<file path="src/hdl/ssps_pkg.sv">
package ssps_pkg;

	localparam int ANGLE_FRAC_BITS = 6;
	localparam int EMA_FRAC_BITS   = 8;

	// shared multiplier operand widths
	localparam int MUL_A_W = 27;
	localparam int MUL_B_W = 25;
	localparam int MUL_P_W = MUL_A_W + MUL_B_W;

	// angles in 1/64 degree
	localparam logic [14:0] DEG90  = 15'(90 << ANGLE_FRAC_BITS);
	localparam logic [14:0] DEG180 = 15'(180 << ANGLE_FRAC_BITS);
	localparam logic [14:0] DEG360 = 15'(360 << ANGLE_FRAC_BITS);

	localparam logic [14:0] PULSE_LO_FLOOR = 15'd200;
	localparam logic [14:0] PULSE_LO_CEIL  = 15'd29990;
	localparam logic [14:0] PULSE_HI_CEIL  = 15'd30000;
	localparam logic [14:0] PULSE_GAP      = 15'd10;
	localparam logic [9:0]  SPEED_MAX      = 10'd1000;
	localparam logic [8:0]  ALPHA_ONE      = 9'd256;
	localparam logic [14:0] TOL_FLOOR      = 15'd6;

	// half of 180 degrees for round half up of the angle scaling
	localparam logic [29:0] ANG_ROUND = 30'd5760;

	// floor(2^32 / d) reciprocals for the constant divisions
	localparam int          RECIP_SHIFT = 32;
	localparam logic [26:0] RECIP_125   = 27'd34359738;
	localparam logic [26:0] RECIP_45    = 27'd95443717;
	localparam logic [24:0] DIV_125     = 25'd125;
	localparam logic [24:0] DIV_45      = 25'd45;

	// opcodes
	localparam logic [1:0] OP_TICK       = 2'd0;
	localparam logic [1:0] OP_SET_TARGET = 2'd1;
	localparam logic [1:0] OP_WRITE_DEG  = 2'd2;
	localparam logic [1:0] OP_WRITE_US   = 2'd3;

	// configuration register indexes
	localparam logic [2:0] CFG_PULSE_MIN = 3'd0;
	localparam logic [2:0] CFG_PULSE_MAX = 3'd1;
	localparam logic [2:0] CFG_SPEED     = 3'd2;
	localparam logic [2:0] CFG_ALPHA     = 3'd3;
	localparam logic [2:0] CFG_TOL       = 3'd4;

	// reset values
	localparam logic [14:0] RST_PULSE_MIN = 15'd800;
	localparam logic [14:0] RST_PULSE_MAX = 15'd2200;
	localparam logic [9:0]  RST_SPEED     = 10'd120;
	localparam logic [8:0]  RST_ALPHA     = 9'd90;
	localparam logic [14:0] RST_TOL       = 15'd6;
	localparam logic [22:0] RST_SMOOTH    = 23'(1500 << EMA_FRAC_BITS);

endpackage

</file>
<file path="src/hdl/ssps_mul.sv">
module ssps_mul
	import ssps_pkg::*;
(
	input  logic               clk,
	input  logic [MUL_A_W-1:0] a,
	input  logic [MUL_B_W-1:0] b,
	output logic [MUL_P_W-1:0] prod_q
);

	always_ff @(posedge clk) begin
		prod_q <= MUL_P_W'(a) * MUL_P_W'(b);
	end

endmodule

</file>
<file path="config.mk">
export PLATFORM = sky130hd
export DESIGN_NAME = ssps_mul
export DESIGN_NICKNAME = d
export VERILOG_FILES = /design/src/hdl/ssps_pkg.sv /design/src/hdl/ssps_mul.sv
export SDC_FILE = /design/constraint.sdc
export NUM_CORES = 2
export LEC_CHECK = 0
export BUFFER_PORTS_ARGS = -buffer_cell sky130_fd_sc_hd__clkbuf_2
export CORE_MARGIN = 10
export CORE_UTILIZATION = 40
export CTS_CLUSTER_DIAMETER = 60
export DETAILED_ROUTE_END_ITERATION = 6
export GPL_ROUTABILITY_DRIVEN = 0
export HOLD_SLACK_MARGIN = 0.15
export PLACE_DENSITY_LB_ADDON = 0.25
export SETUP_SLACK_MARGIN = 0.5
export SLEW_MARGIN = 40
export SYNTH_ARGS = -nofsm -noshare
export SYNTH_HDL_FRONTEND = slang
export SYNTH_SLANG_ARGS = --single-unit
</file>
<file path="constraint.sdc">
create_clock -name clk -period 12.8 [get_ports clk]
set_input_delay 3.2 -clock clk [delete_from_list [all_inputs] [get_ports clk]]
set_output_delay 3.2 -clock clk [all_outputs]
set_load 0.005 [all_outputs]
</file>
Yosys cells after proc, flatten, opt, wreduce, memory -nomap -nowiden
Cells that the tools add are included.
Word-level totals
  RAM bits: 0
  input bits: 53
  flip-flop bits (word level): 52
  ROM bits: 0
  memories: 0
  latch bits: 0
Cells by class
  magnitude comparators: 0
  add/sub/neg operators: 0
  bitwise operators: 0
  shift-type cells: 0
  equal/unequal tests: 0
  div/mod/pow operators: 0
  reduce and logical (&&, ||, !) cells: 0
  muxes and demuxes: 0
  multipliers: 1
Operator list (count)
  27-bit by 25-bit multiplier with 52-bit output: 1

Longest topological paths before layout
  depth in word-level cells: 1
  mapped depth: 27
  gate-level depth less buffers: 24

Worst setup path before layout
Ideal clock, no wire load.
  kind: in2reg
  start point: in b[4]
  end point: reg prod_q[46]
  data arrival time: 9295 ps
  path slack: 3377 ps
  stages: 25
  cell sequence: clkbuf_1 clkbuf_1 nand2_1 fa_1 inv_1 fa_1 inv_1 fa_1 fa_1 fa_1 inv_1 fa_1 inv_1 fa_1 inv_1 ha_1 buf_2 and4_1 a41oi_1 o221ai_1 nor2_1 o2111ai_1 a31oi_1 o21ai_0 xor2_1
Between the ends
  longest elaborated chain between the ends: 1
Ends and longest elaborated chain
  start, declared: line ssps_mul.sv:6  | input logic [MUL_B_W-1:0] b,
  27-bit by 25-bit multiplier with 52-bit output: line ssps_mul.sv:11  | prod_q <= MUL_P_W'(a) * MUL_P_W'(b);
  end signal, assigned: line ssps_mul.sv:11
  end, declared: line ssps_mul.sv:7  | output logic [MUL_P_W-1:0] prod_q
No other way between the ends.

Worst setup path after layout
  start point: in b[10]
  end point: reg prod_q[44]
The elaborated chain is that of the path after synthesis.

==> results_dict.tcl <==
set metrics [dict create \
    outcome "completed" \
    yosys.area_share.adder_pct 59.0 \
    dpl.hpwl_um 52200 \
    muxShareOfSynthArea_pct 0.0481 \
    grt_pass1_vias 19200 \
    synth_seq_cells 52 \
    cp_top_family "adder cells" \
    antenna_found_initial 1 \
    report.final.slew_viol_count 0 \
    diodes 0 \
    path_buf_inv 6 \
    coreArea_um2 57800 \
    worstSetupPathType "in2reg" \
    postCtsSetupRepairBufs 0 \
    antenna_left 0 \
    pin_count 105 \
    fin_setup_tns_ns 0 \
    row_count 88 \
    rsz0062_at_grt "no" \
    hold_start "a[0]" \
    whs_ns 3.62 \
    timing.final.crit_share_pct 80.3 \
    cap_violations 0 \
    clock_path_buffers 2 \
    cp-end-kind "flop" \
    syn_area_um2 23400 \
    worstPathArrival_ns 10.49 \
    design_area_um2 24500 \
    synth_area_leaders "fa_1 (49%), inv_1 (10%), ha_1 (10%)" \
    cp_common_cell "fa_1" \
    setup.worst_path.start "b[10]" \
    critPathRequiredTime_ns 13.01 \
    drc 0 \
    hold_viol 0 \
    die-area_um2 68500 \
    cts_tree "yes" \
    drt-total-wl_um 65500 \
    synth_cell_types 57 \
    synth_compound_area_share_pct 5.20 \
    worst_setup_path_start_kind "input pin" \
    synth_top_family_by_area "adder cells" \
    hold_class "in2reg" \
    port_buffers 104 \
    num_vias 17200 \
    ys_top_cells_by_count "inv_1 (643), fa_1 (572), nand2_1 (366)" \
    fillers 5774 \
    synthesis.nets 3421 \
    largestRegisters "prod_q x52" \
    die_y_um 262 \
    drive_gt1_share_pct 4.92 \
    synth_area_per_cell_um2 8.97 \
    fin_crit_ns 10.28 \
    fin_nets 3393 \
    synthArstFlopShare_pct 0 \
    holdBufCountCts 0 \
    setup_viol 0 \
    yosys.area.top_type "fa_1" \
    ys_seq_area_share_pct 4.45 \
    crit_chain "clkbuf_2, nand2_1, fa_1, inv_1, fa_1, inv_1, fa_1, inv_1, fa_1, fa_1, fa_1, inv_1, fa_1, inv_1, ha_1, nand4_1, or4_1, a211oi_1, nor3b_1, o211a_1, a211oi_1" \
    ctsResizeCount 0 \
    synth-xor-area-share_pct 1.83 \
    overflow 0 \
    yosysTopAreaCellShare_pct 49.0 \
    track_usage_pct 19.9 \
    worst_slew_pin_slew_ns 0.888 \
    yosysMostFrequentCell "inv_1" \
    clock-root-buffer "clkbuf_16" \
    grt_pass1_wl_um 106000 \
    whs_path_depth 2 \
    slew_headroom_pct 40.8 \
    cp_max_fo 27 \
    synthToLayoutAreaGrowth_pct 4.84 \
    crit_path_max_incr_delay_ns 0.62 \
    dr.first_iter.drc_count 929 \
    dpl-instance-area_um2 24300 \
    first_pass_iters 5 \
    yosys.area_share.simple_pct 16.9 \
    regMostFlops "prod_q" \
    largest_register_ffs 52 \
    fp.dieW_um 262 \
    initial_core_util_pct 40.5 \
    clkSlewWorstSetupHoldPaths_ns 0.07 \
    htree_levels 2 \
    cts_buffers 5 \
    drt-vias-per-instance 5.13 \
    netlist_instances 2609 \
    avgRoutedWirePerCell_um 19.6 \
    clkSinkCount 52 \
    synth_edf_count 0 \
    worstHoldEndpoint "prod_q[0]" \
    grt_max_degree 28 \
    maxClockFrequency_mhz 97.3 \
    crit_path_top_delay_cell "or4_1" \
    setup_ws_ns 2.52 \
    dp_slack_ns 2.27 \
    synth_ff_type "dfxtp_1" \
    synth_warnings 0 \
]
==> placed cells by master (no fill, tap or decap), types with 8 or more instances in the layout <==
master / n
inv_1: 643
fa_1: 572
nand2_1: 366
and2_1: 350
ha_1: 187
clkbuf_2: 103
a21o_1: 53
dfxtp_1: 52
a21oi_1: 42
xnor2_1: 29
nor2_1: 27
o21ai_0: 21
xor2_1: 20
nand4_1: 17
a31oi_1: 13
and3_1: 8
==> routing by layer <==
metal,track usage [%],share of wire [%],up-vias
li1,-,-,7496
met1,23.7,38,9058
met2,35.6,52,478
met3,2.24,4.5,142
met4,8.64,4.8,2
met5,0,0.027,-
==> worst max path at each step <==
stage	endpoint	slack, ns	depth (start not counted)
2_1_floorplan	prod_q[46]	3.38	25
3_3_place_gp	prod_q[48]	2.31	21
3_5_place_dp	prod_q[44]	2.27	21
4_1_cts	prod_q[44]	2.58	21
5_1_grt	prod_q[44]	2.28	21
6_report	prod_q[44]	2.52	21
==> area by class of cell <==
class / instances / area, um^2 / share of cell area [%]
clock buffers: 5 / 125 / 0.510
clock inverters: 2 / 60.1 / 0.245
inverters: 643 / 2410 / 9.84
multi-input cells: 1774 / 19400 / 79.1
flip-flops and latches: 52 / 1040 / 4.25
well taps: 765 / 957 / 3.90
repair buffers: 105 / 528 / 2.15
==> cells by family after synthesis <==
family / Yosys count
buf+inv: 783
flops: 52
fa+ha+maj: 759
simple gates: 789
xor+xnor: 49
mux: 1
compound gates: 176
==> through the flow <==
step	util (%)	std cells
floorplan	-	2609
global placement	42.1	3339
detailed placement	42.1	3339
CTS	42.4	3346
global route	42.4	3346
finish	42.4	3346
Power is not shown: default switching activity piles up to over one toggle a cycle in this logic, so the estimate is an artifact.
